[src/sv/iss_pkg.sv]
`timescale 1ns / 1ps
`default_nettype none
package iss_pkg;
  localparam int CAPACITY = 16;
  localparam int AW = $clog2(CAPACITY);
  localparam int CW = $clog2(CAPACITY + 1);
  localparam int DW = 32;

  localparam logic [2:0] KIND_APPEND  = 3'd0;
  localparam logic [2:0] KIND_PREPEND = 3'd1;
  localparam logic [2:0] KIND_INSERT  = 3'd2;
  localparam logic [2:0] KIND_REMOVE  = 3'd3;
  localparam logic [2:0] KIND_GET     = 3'd4;
  localparam logic [2:0] KIND_CLEAR   = 3'd5;

  typedef enum logic [2:0] {
    ST_IDLE,
    ST_INS_RD,
    ST_INS_WR,
    ST_FETCH,
    ST_CAPT,
    ST_DEL_RD,
    ST_DEL_WR
  } state_t;
endpackage
`default_nettype wire

[src/sv/indexed_sequence_store_core.sv]
`timescale 1ns / 1ps
`default_nettype none
// Ordered store of up to CAPACITY signed 32-bit values in one synchronous RAM,
// one request at a time with one result beat per request. Get reads through
// ST_FETCH and ST_CAPT; append, prepend and insert alternate ST_INS_RD and
// ST_INS_WR per element shifted toward the tail; remove reads as get does,
// then alternates ST_DEL_RD and ST_DEL_WR per element moved toward the head;
// clear, failed and unknown requests answer from ST_IDLE. The shift runs
// read-then-write through the single RAM read port, which sets the cost per
// element. A new request is taken once the previous result beat is delivered.
module indexed_sequence_store_core import iss_pkg::*; (
  input  wire logic                 clk,
  input  wire logic                 rst_n,
  input  wire logic                 in_valid,
  output logic                      in_stall,
  input  wire logic [2:0]           in_kind,
  input  wire logic signed [5:0]    in_index,
  input  wire logic signed [DW-1:0] in_value,
  output logic                      out_valid,
  input  wire logic                 out_stall,
  output logic                      out_ok,
  output logic signed [DW-1:0]      out_value_out,
  output logic [4:0]                out_count
);
  state_t          state_r, state_nxt;
  logic [CW-1:0]   used_r, used_nxt;
  logic [CW-1:0]   k_r, k_nxt;
  logic [AW-1:0]   pos_r, pos_nxt;
  logic [2:0]      op_r, op_nxt;
  logic [DW-1:0]   val_r, val_nxt;
  logic [DW-1:0]   res_r, res_nxt;
  logic            out_valid_r;
  logic            out_ok_r, out_ok_nxt;
  logic [DW-1:0]   out_val_r, out_val_nxt;
  logic [4:0]      out_cnt_r, out_cnt_nxt;
  logic            finish;

  logic            ram_we;
  logic [AW-1:0]   ram_waddr, ram_raddr;
  logic [DW-1:0]   ram_wdata, ram_rdata;

  logic            accept;
  logic signed [6:0] idx7, len7, ins_pos, rg_pos;
  logic            not_full, ins_ok, rg_ok;

  iss_ram #(.WIDTH(DW), .DEPTH(CAPACITY)) u_ram (
    .clk   (clk),
    .we    (ram_we),
    .waddr (ram_waddr),
    .wdata (ram_wdata),
    .raddr (ram_raddr),
    .rdata (ram_rdata)
  );

  assign accept   = in_valid && !in_stall;
  assign in_stall = (state_r != ST_IDLE) || out_valid_r;

  always_comb begin
    idx7     = 7'(in_index);
    len7     = 7'(used_r);
    ins_pos  = (idx7 < 0) ? idx7 + len7 + 7'sd1 : idx7;
    rg_pos   = (idx7 < 0) ? idx7 + len7 : idx7;
    not_full = used_r < CW'(CAPACITY);
    ins_ok   = not_full && (ins_pos >= 0) && (ins_pos <= len7);
    rg_ok    = (rg_pos >= 0) && (rg_pos < len7);
  end

  // next state
  always_comb begin
    state_nxt = state_r;
    case (state_r)
      ST_IDLE: begin
        if (accept) begin
          case (in_kind)
            KIND_APPEND, KIND_PREPEND: if (not_full) state_nxt = ST_INS_RD;
            KIND_INSERT: if (ins_ok) state_nxt = ST_INS_RD;
            KIND_REMOVE, KIND_GET: if (rg_ok) state_nxt = ST_FETCH;
            default: state_nxt = ST_IDLE;
          endcase
        end
      end
      ST_INS_RD: state_nxt = (k_r == {1'b0, pos_r}) ? ST_IDLE : ST_INS_WR;
      ST_INS_WR: state_nxt = ST_INS_RD;
      ST_FETCH:  state_nxt = ST_CAPT;
      ST_CAPT:   state_nxt = (op_r == KIND_GET) ? ST_IDLE : ST_DEL_RD;
      ST_DEL_RD: state_nxt = ((k_r + CW'(1)) >= used_r) ? ST_IDLE : ST_DEL_WR;
      ST_DEL_WR: state_nxt = ST_DEL_RD;
      default:   state_nxt = ST_IDLE;
    endcase
  end

  // datapath and memory control
  always_comb begin
    used_nxt    = used_r;
    k_nxt       = k_r;
    pos_nxt     = pos_r;
    op_nxt      = op_r;
    val_nxt     = val_r;
    res_nxt     = res_r;
    finish      = 1'b0;
    out_ok_nxt  = 1'b0;
    out_val_nxt = '0;
    out_cnt_nxt = 5'(used_r);
    ram_we      = 1'b0;
    ram_waddr   = pos_r;
    ram_wdata   = val_r;
    ram_raddr   = pos_r;
    case (state_r)
      ST_IDLE: begin
        if (accept) begin
          op_nxt  = in_kind;
          val_nxt = in_value;
          k_nxt   = used_r;
          case (in_kind)
            KIND_APPEND: begin
              pos_nxt = AW'(used_r);
              finish  = !not_full;
            end
            KIND_PREPEND: begin
              pos_nxt = '0;
              finish  = !not_full;
            end
            KIND_INSERT: begin
              pos_nxt = AW'(ins_pos);
              finish  = !ins_ok;
            end
            KIND_REMOVE, KIND_GET: begin
              pos_nxt = AW'(rg_pos);
              finish  = !rg_ok;
            end
            KIND_CLEAR: begin
              used_nxt    = '0;
              finish      = 1'b1;
              out_ok_nxt  = 1'b1;
              out_cnt_nxt = '0;
            end
            default: finish = 1'b1;
          endcase
        end
      end
      ST_INS_RD: begin
        if (k_r == {1'b0, pos_r}) begin
          ram_we      = 1'b1;
          used_nxt    = used_r + CW'(1);
          finish      = 1'b1;
          out_ok_nxt  = 1'b1;
          out_cnt_nxt = 5'(used_r + CW'(1));
        end else begin
          ram_raddr = AW'(k_r - CW'(1));
        end
      end
      ST_INS_WR: begin
        // move one element toward the tail
        ram_we    = 1'b1;
        ram_waddr = AW'(k_r);
        ram_wdata = ram_rdata;
        k_nxt     = k_r - CW'(1);
      end
      ST_FETCH: ram_raddr = pos_r;
      ST_CAPT: begin
        res_nxt = ram_rdata;
        k_nxt   = {1'b0, pos_r};
        if (op_r == KIND_GET) begin
          finish      = 1'b1;
          out_ok_nxt  = 1'b1;
          out_val_nxt = ram_rdata;
        end
      end
      ST_DEL_RD: begin
        if ((k_r + CW'(1)) >= used_r) begin
          used_nxt    = used_r - CW'(1);
          finish      = 1'b1;
          out_ok_nxt  = 1'b1;
          out_val_nxt = res_r;
          out_cnt_nxt = 5'(used_r - CW'(1));
        end else begin
          ram_raddr = AW'(k_r + CW'(1));
        end
      end
      ST_DEL_WR: begin
        // move one element toward the head
        ram_we    = 1'b1;
        ram_waddr = AW'(k_r);
        ram_wdata = ram_rdata;
        k_nxt     = k_r + CW'(1);
      end
      default: finish = 1'b0;
    endcase
  end

  always_ff @(posedge clk) begin
    if (!rst_n) begin
      state_r     <= ST_IDLE;
      used_r      <= '0;
      out_valid_r <= 1'b0;
    end else begin
      state_r <= state_nxt;
      used_r  <= used_nxt;
      if (finish) begin
        out_valid_r <= 1'b1;
      end else if (!out_stall) begin
        out_valid_r <= 1'b0;
      end
    end
  end

  always_ff @(posedge clk) begin
    k_r   <= k_nxt;
    pos_r <= pos_nxt;
    op_r  <= op_nxt;
    val_r <= val_nxt;
    res_r <= res_nxt;
    if (finish) begin
      out_ok_r  <= out_ok_nxt;
      out_val_r <= out_val_nxt;
      out_cnt_r <= out_cnt_nxt;
    end
  end

  assign out_valid     = out_valid_r;
  assign out_ok        = out_ok_r;
  assign out_value_out = out_val_r;
  assign out_count     = out_cnt_r;

  a_used_bound: assert property (@(posedge clk) disable iff (!rst_n)
    used_r <= CW'(CAPACITY))
    else $error("element count above capacity");
  a_busy_no_out: assert property (@(posedge clk) disable iff (!rst_n)
    (state_r != ST_IDLE) |-> !out_valid_r)
    else $error("result pending while a request is in progress");
  a_finish_free: assert property (@(posedge clk) disable iff (!rst_n)
    finish |-> !out_valid_r)
    else $error("result register overwritten");
  a_accept_idle: assert property (@(posedge clk) disable iff (!rst_n)
    accept |=> (out_valid_r || state_r != ST_IDLE))
    else $error("accepted request produced no work and no result");
endmodule
`default_nettype wire

[src/sv/iss_ram.sv]
`timescale 1ns / 1ps
`default_nettype none
module iss_ram #(
  parameter int WIDTH = 32,
  parameter int DEPTH = 16
) (
  input  wire logic                     clk,
  input  wire logic                     we,
  input  wire logic [$clog2(DEPTH)-1:0] waddr,
  input  wire logic [WIDTH-1:0]         wdata,
  input  wire logic [$clog2(DEPTH)-1:0] raddr,
  output logic      [WIDTH-1:0]         rdata
);
  logic [WIDTH-1:0] mem [DEPTH];

  always_ff @(posedge clk) begin
    if (we) begin
      mem[waddr] <= wdata;
    end
    rdata <= mem[raddr];
  end
endmodule
`default_nettype wire
[config.mk]
export PLATFORM = sky130hd
export DESIGN_NAME = indexed_sequence_store_core
export DESIGN_NICKNAME = d
export VERILOG_FILES = /design/src/sv/iss_pkg.sv /design/src/sv/indexed_sequence_store_core.sv /design/src/sv/iss_ram.sv
export SDC_FILE = /design/constraint.sdc
export NUM_CORES = 1
export LEC_CHECK = 0
export ABC_AREA = 1
export BUFFER_PORTS_ARGS = -buffer_cell sky130_fd_sc_hd__buf_2
export CAP_MARGIN = 10
export CORE_ASPECT_RATIO = 0.8
export CORE_MARGIN = 4
export CORE_UTILIZATION = 62
export CTS_CLUSTER_SIZE = 30
export DETAILED_ROUTE_END_ITERATION = 16
export PLACE_DENSITY = 0.87
export SLEW_MARGIN = 20
export SYNTH_ARGS = -nofsm -noshare
export SYNTH_HDL_FRONTEND = slang
export SYNTH_SLANG_ARGS = --single-unit
[constraint.sdc]
create_clock -name clk -period 5.8 [get_ports clk]
set_input_delay 1.16 -clock clk [delete_from_list [all_inputs] [get_ports clk]]
set_output_delay 1.16 -clock clk [all_outputs]
set_load 0.02 [all_outputs]
==> summary.md, run 1 <==
| Metric | Value |
|---|---|
| Largest net degree at the start of global routing | 224 |
| Die H | 202 um |
| Compound-Gate Fraction of Synth Area | 2.38% |
| LEAKAGE | 13.2 nW |
| Post-Route WL | 76.7 mm |
| FF-to-FF path depth | 16 |
| Seq cells post-synth | 667 |
| CP Data Arrival Time | 5.24 ns |
| Vias in the first global route | 20600 |
| Clk_skew | 0.0150 ns |
| Fill cell count | 2943 |
| Most common cell after layout, fill and taps aside | nand2_1 |
| Max-Cap Viols | 0 |
| Routed length per instance | 22.3 um |
| Slew headroom | 25.8% |
| Setup Buffers After CTS | 0 |
| VDD IR max | 282 uV |
| Nets | 2853 |
| Pins over their slew limit | 0 |
| Post-Synth XOR/XNOR Area | 0.211% |
| Post-synth EDFFs | 626 |
| Core ar. | 46000 um^2 |
| Root Driver | clkbuf_16 |
| Reg2reg start | k_r[1] |
| Critical path required time | 6.37 ns |
| Total track usage | 29.7% |
| Crit end category | flop |
| Hold path startpoint | u_ram.rdata[11] |
| Post-synthesis mux area share | 0.0344% |
| Most frequent cells in the layout | 647 x nand2_1, 626 x edfxtp_1, 520 x nand3_1 |
| Slew @ Worst Pin | 1.11 ns |
| Vias/cell | 6.09 |
| Mean Syn Cell Area | 10.7 um^2 |
| Clk_lat worst skew | 0.64 ns |
| Initial Utilization | 63.2% |
| DRC | 0 |
| Syn Nets | 2782 |
| CTS tree | done |
| Delay-heaviest family, CP | simple AND/OR/NAND/NOR gates |
| Pwr dens | 359 nW/um^2 |
| Post-Syn Instances | 2710 |
| Total Neg Setup Slack | 0 ns |
| Most used cell, CP | nand2_1 |
| RSZ-0062 raised after global routing | no |
| Yosys warnings | 0 |
| CP Class | flop to flop |
| Global placement routability congestion | 0.858 |
| Critical-path top delay cell | buf_12 |
| Sequential area share after synthesis | 67.5% |
| Port Buf Inserts | 84 |
| Row cnt | 70 |
| CP Launch Type | flop |
| I/O pins | 85 |
| Setup slack, reg-to-reg | 1.13 ns |
| Clk pin slew, worst setup/hold paths | 0.06 ns |
| Initial antenna violation count | 0 |
| Area of the die | 50400 um^2 |
| Post-route antenna net violation count | 0 |
| Worst-case clock buffer depth | 3 |
| Status | completed |
| Final hold viol count | 0 |
| Fmax | 214 MHz |
| Via count | 21000 |
| Grt total ovfl | 0 |
| Synthesized-area fraction occupied by adder cells | 1.19% |
| Final WS setup | 1.13 ns |
| CTS HTree Levels | 2 |
| Asr flop ratio synth | 0% |
| Min-Delay Path Class | flop to flop |
| Place WS | 0.909 ns |
| Cell Chain, Critical Path | ha_1, xor2_1, ha_1, a21oi_1, o21a_1, nand4_4, nand2_2, nand2_8, nand2_8, buf_12, nand2_1, nand2_1, nand2_1, nand3_1, nand3_1, nand2_1 |
| Clock buffer count from CTS | 60 |
| Simple-gate share of the synthesized area | 21.2% |
| DRT iter0 DRCs | 3431 |
| Hold Path End | res_r[11] |
| ANT cells | 0 |
| Worst R2R End | u_ram.rdata[3] |
| PostCTS Resize Cnt | 0 |
| First-pass GRT wire length | 117 mm |
| CP Buf/Inv Count | 1 |
| Most used DFF post-synth | edfxtp_1 |
| WHS Path Cells | 0 |
| Detailed placement HPWL | 41.6 mm |
| Post-Syn Area | 29100 um^2 |
| Main combinational cell family by area after synthesis | simple AND/OR/NAND/NOR gates |
| Crit Path Max Fanout | 223 |
| Pre-antenna DRT Iters | 8 |
| Hold_buf cts | 0 |
| Post-layout min period | 4.67 ns |
| CTS sink cnt | 667 |
| Yosys cell types | 40 |
| Die X | 250 um |
| Share of layout cells above drive strength 1 | 10.1% |
| Period Utilization, post-route | 80.5% |
| Max incr delay on CP | 0.69 ns |
| Synthesis-to-layout area growth | 11.1% |
| Setup-failing EPs final | 0 |
==> through the flow <==
step / util (%) / total power, W / instance area (um^2) / cells / hold slack, ns
after detailed placement: 65.8 / 0.00755 / 30200 / 3330 / 0.413
after floorplan: - / 0.00699 / 29100 / 2710 / 0.408
after global routing: 70.2 / 0.0120 / 32300 / 3443 / 0.430
after CTS: 70.1 / 0.0116 / 32200 / 3442 / 0.425
final: 70.2 / 0.0116 / 32300 / 3443 / 0.429
after global placement: 65.8 / 0.00746 / 30200 / 3330 / 0.410
==> sequential cells by signal, indices dropped and copies added (netlist names), 4 cells and up <==
signal,count
res_r,32
u_ram.rdata,32
used_r,5
out_count,5
val_r,32
pos_r,4
u_ram.mem,512
k_r,5
out_value_out,32
==> how the worst max path moves through the flow <==
| stage | startpoint | end | slack, ns | depth (start not counted) |
|---|---|---|---|---|
| 2_1_floorplan | state_r[2] | out_count[0] | 1.05 | 6 |
| 3_3_place_gp | in_index[0] | out_value_out[15] | 0.95 | 22 |
| 3_5_place_dp | in_index[0] | out_value_out[17] | 0.91 | 22 |
| 4_1_cts | k_r[0] | u_ram.rdata[23] | 1.25 | 18 |
| 5_1_grt | k_r[0] | u_ram.rdata[3] | 0.93 | 15 |
| 6_report | k_r[1] | u_ram.rdata[3] | 1.13 | 16 |
==> logic make-up (layout without fill, tap and decap cells) <==
| family | after synthesis | in the layout |
|---|---|---|
| DFF | 667 | 667 |
| buffers and inverters | 532 | 653 |
| AOI/OAI and AO/OA | 129 | 129 |
| muxes | 1 | 1 |
| and+or+nand+nor | 1347 | 1347 |
| adders and majority gates | 27 | 27 |
| xor gates and xnor gates | 7 | 7 |
==> cell usage after synthesis, types with 2 or more instances <==
cell / count / share of area, %
a21oi_1: 33 / 0.57
a22oi_1: 2 / 0.052
buf_1: 5 / 0.065
buf_2: 95 / 1.6
buf_4: 8 / 0.21
buf_6: 4 / 0.15
clkbuf_1: 30 / 0.39
dfxtp_1: 41 / 2.8
edfxtp_1: 626 / 65
ha_1: 26 / 1.1
inv_1: 387 / 5.0
inv_2: 3 / 0.039
nand2_1: 650 / 8.4
nand2_2: 3 / 0.065
nand2_4: 3 / 0.12
nand3_1: 520 / 9.0
nand3b_1: 97 / 2.5
nand4_1: 3 / 0.065
nor2_1: 58 / 0.75
nor3_1: 7 / 0.12
o2111ai_1: 2 / 0.060
o211ai_1: 5 / 0.13
o21ai_0: 78 / 1.3
o22ai_1: 3 / 0.065
xnor2_1: 2 / 0.060
xor2_1: 5 / 0.15
==> cell type report <==
| class | count | area (um^2) | area share (%) |
|---|---|---|---|
| Tap cell | 612 | 766 | 2.37 |
| Inverter | 390 | 1470 | 4.55 |
| Clock inverter | 24 | 269 | 0.833 |
| Clock buffer | 88 | 1740 | 5.38 |
| Multi-Input combinational cell | 1511 | 7440 | 23.0 |
| Sequential cell | 667 | 19600 | 60.8 |
| Timing Repair Buffer | 151 | 985 | 3.05 |
==> report_power, final <==
group          switching, W  internal, W
Combinational       0.00135     0.000494
Clock               0.00174      0.00230
Sequential        0.0000898      0.00561
Total               0.00318      0.00840
==> metal layers <==
layer  wire length, um  track usage, %
met5                 0               0
met4              3260            13.4
met3              9770            6.62
met2             35500            46.6
met1             28100            40.4
(Power assumes the default switching activity.)
==> inputs of run 2 (changes only) <==
==> constraint.sdc (replaced) <==
create_clock -name clk -period 4.66 [get_ports clk]
set_input_delay 0.932 -clock clk [delete_from_list [all_inputs] [get_ports clk]]
set_output_delay 0.932 -clock clk [all_outputs]
set_load 0.02 [all_outputs]
==> run 2 against run 1 <==
Compared with the run above: count of clock-buffer cells in the layout down 2; setup slack worse by 0.45 ns; largest cell class unchanged; critical path type unchanged; flip-flop and latch count unchanged; largest power group unchanged.
==> summary.md, run 2 (synthesis results as in run 1) <==
| Metric | Value |
|---|---|
| Global placement routability congestion | 0.883 |
| Post-route antenna net violation count | 0 |
| Routed length per instance | 21.4 um |
| Inst Count DP | 3337 |
| First-pass GRT wire length | 113 mm |
| Port Buf Inserts | 84 |
| Slew @ Worst Pin | 1.06 ns |
| Setup-failing EPs final | 0 |
| Reg2reg start | k_r[0] |
| CP Data Arrival Time | 4.57 ns |
| Total track usage | 28.7% |
| Largest register by flop count | u_ram.mem |
| Setup slack, reg-to-reg | 0.67 ns |
| LEAKAGE | 13.2 nW |
| Area of the die | 50400 um^2 |
| Clk pin slew, worst setup/hold paths | 0.06 ns |
| Crit end category | flop |
| Fmax | 251 MHz |
| Worst-case clock buffer depth | 3 |
| Hold_buf cts | 0 |
| Min-Delay Path Class | flop to flop |
| Setup Buffers After CTS | 0 |
| Crit Path Max Fanout | 61 |
| Total Neg Setup Slack | 0 ns |
| Root Driver | clkbuf_16 |
| CTS tree | done |
| Initial antenna violation count | 1 |
| ANT cells | 0 |
| Status | completed |
| Hold Path End | res_r[10] |
| Share of layout cells above drive strength 1 | 9.90% |
| Slew headroom | 29.1% |
| CTS sink cnt | 667 |
| RSZ-0062 raised after global routing | no |
| CP Class | flop to flop |
| Hold path startpoint | u_ram.rdata[10] |
| Initial Utilization | 63.2% |
| Vias in the first global route | 20300 |
| DRT iter0 DRCs | 2918 |
| FF-to-FF path depth | 17 |
| Final hold viol count | 0 |
| CTS HTree Levels | 2 |
| Clk_skew | 0.0228 ns |
| Pins over their slew limit | 0 |
| Place WS | 0.342 ns |
| Via count | 20800 |
| Post-layout min period | 3.99 ns |
| Detailed placement HPWL | 40.2 mm |
| Clock buffer count from CTS | 60 |
| Largest net degree at the start of global routing | 151 |
| DRC | 0 |
| Most frequent cells in the layout | 647 x nand2_1, 626 x edfxtp_1, 520 x nand3_1 |
| Die X | 250 um |
| Nets | 2859 |
| Grt total ovfl | 0 |
| Max-Cap Viols | 0 |
| Core ar. | 46000 um^2 |
| WHS Path Cells | 0 |
| Max reg flops | 512 |
| Clk_lat worst skew | 0.65 ns |
| CP Launch Type | flop |
| Critical path required time | 5.24 ns |
| Final instance count without filler cells | 3449 |
| Final WS setup | 0.675 ns |
| PostCTS Resize Cnt | 0 |
| Die H | 202 um |
| Pre-antenna DRT Iters | 8 |
| Period Utilization, post-route | 85.5% |
| I/O pins | 85 |
| VDD IR max | 301 uV |
| Synthesis-to-layout area growth | 11.2% |
| Most common cell after layout, fill and taps aside | nand2_1 |
| Worst R2R End | u_ram.rdata[7] |
| Vias/cell | 6.02 |
| Post-Route WL | 73.9 mm |
| Pwr dens | 437 nW/um^2 |
| Row cnt | 70 |
[run 2: metrics by stage]
step,power [W],hold WS [ns],instance area [um^2],util [%]
floorplan,0.00870,0.408,29100,-
global placement,0.00931,0.411,30400,66.2
detailed placement,0.00943,0.415,30400,66.2
CTS,0.0141,0.430,32300,70.3
global route,0.0146,0.428,32300,70.3
finish,0.0141,0.431,32300,70.3
[run 2: worst max path at each step]
stage / start / slack (ns) / endpoint / cells after the start
CTS: k_r[0] / 0.73 / u_ram.rdata[7] / 17
global placement: in_index[0] / 0.33 / out_value_out[15] / 22
detailed placement: in_index[0] / 0.34 / out_value_out[18] / 22
global route: k_r[0] / 0.43 / u_ram.rdata[7] / 17
floorplan: in_index[0] / 0.22 / out_count[0] / 20
finish: k_r[0] / 0.67 / u_ram.rdata[7] / 17
[run 2: layout make-up]
cell class	instances	area (um^2)
well taps	612	766
inverters	390	1470
flip-flops and latches	667	19600
clock inverters	26	173
clock buffers	86	1690
multi-input cells	1511	7450
repair buffers	157	1160
fillers	2995	13700
[run 2: critical path, cell delays in order, from the launching register on]
cell and delay (ns):
edfxtp_1 0.50, ha_1 0.28, nand3_1 0.10, xor2_1 0.15
inv_1 0.10, ha_1 0.35, nand2_1 0.09, or3_1 0.41
nand4_4 0.13, nand2_2 0.16, nand2_8 0.39, buf_4 0.55
nand3_1 0.21, nand2_1 0.16, nand2_1 0.07, nand3_1 0.10
nand3_1 0.08, nand2_1 0.08
[run 2: report_power, final]
group	leakage (nW)	total [W]	switching, W	internal (W)
Clock	0.915	0.00473	0.00216	0.00257
Combinational	6.23	0.00228	0.00165	0.000631
Sequential	6.03	0.00710	0.000117	0.00698
[run 2: metal layers]
metal / track usage, % / vias to the layer above / share of wire, %
li1: - / 9290 / -
met1: 38.1 / 9806 / 37
met5: 0 / - / 0.0095
met3: 5.54 / 262 / 11
met4: 13.2 / 2 / 4.2
met2: 46.5 / 1420 / 47
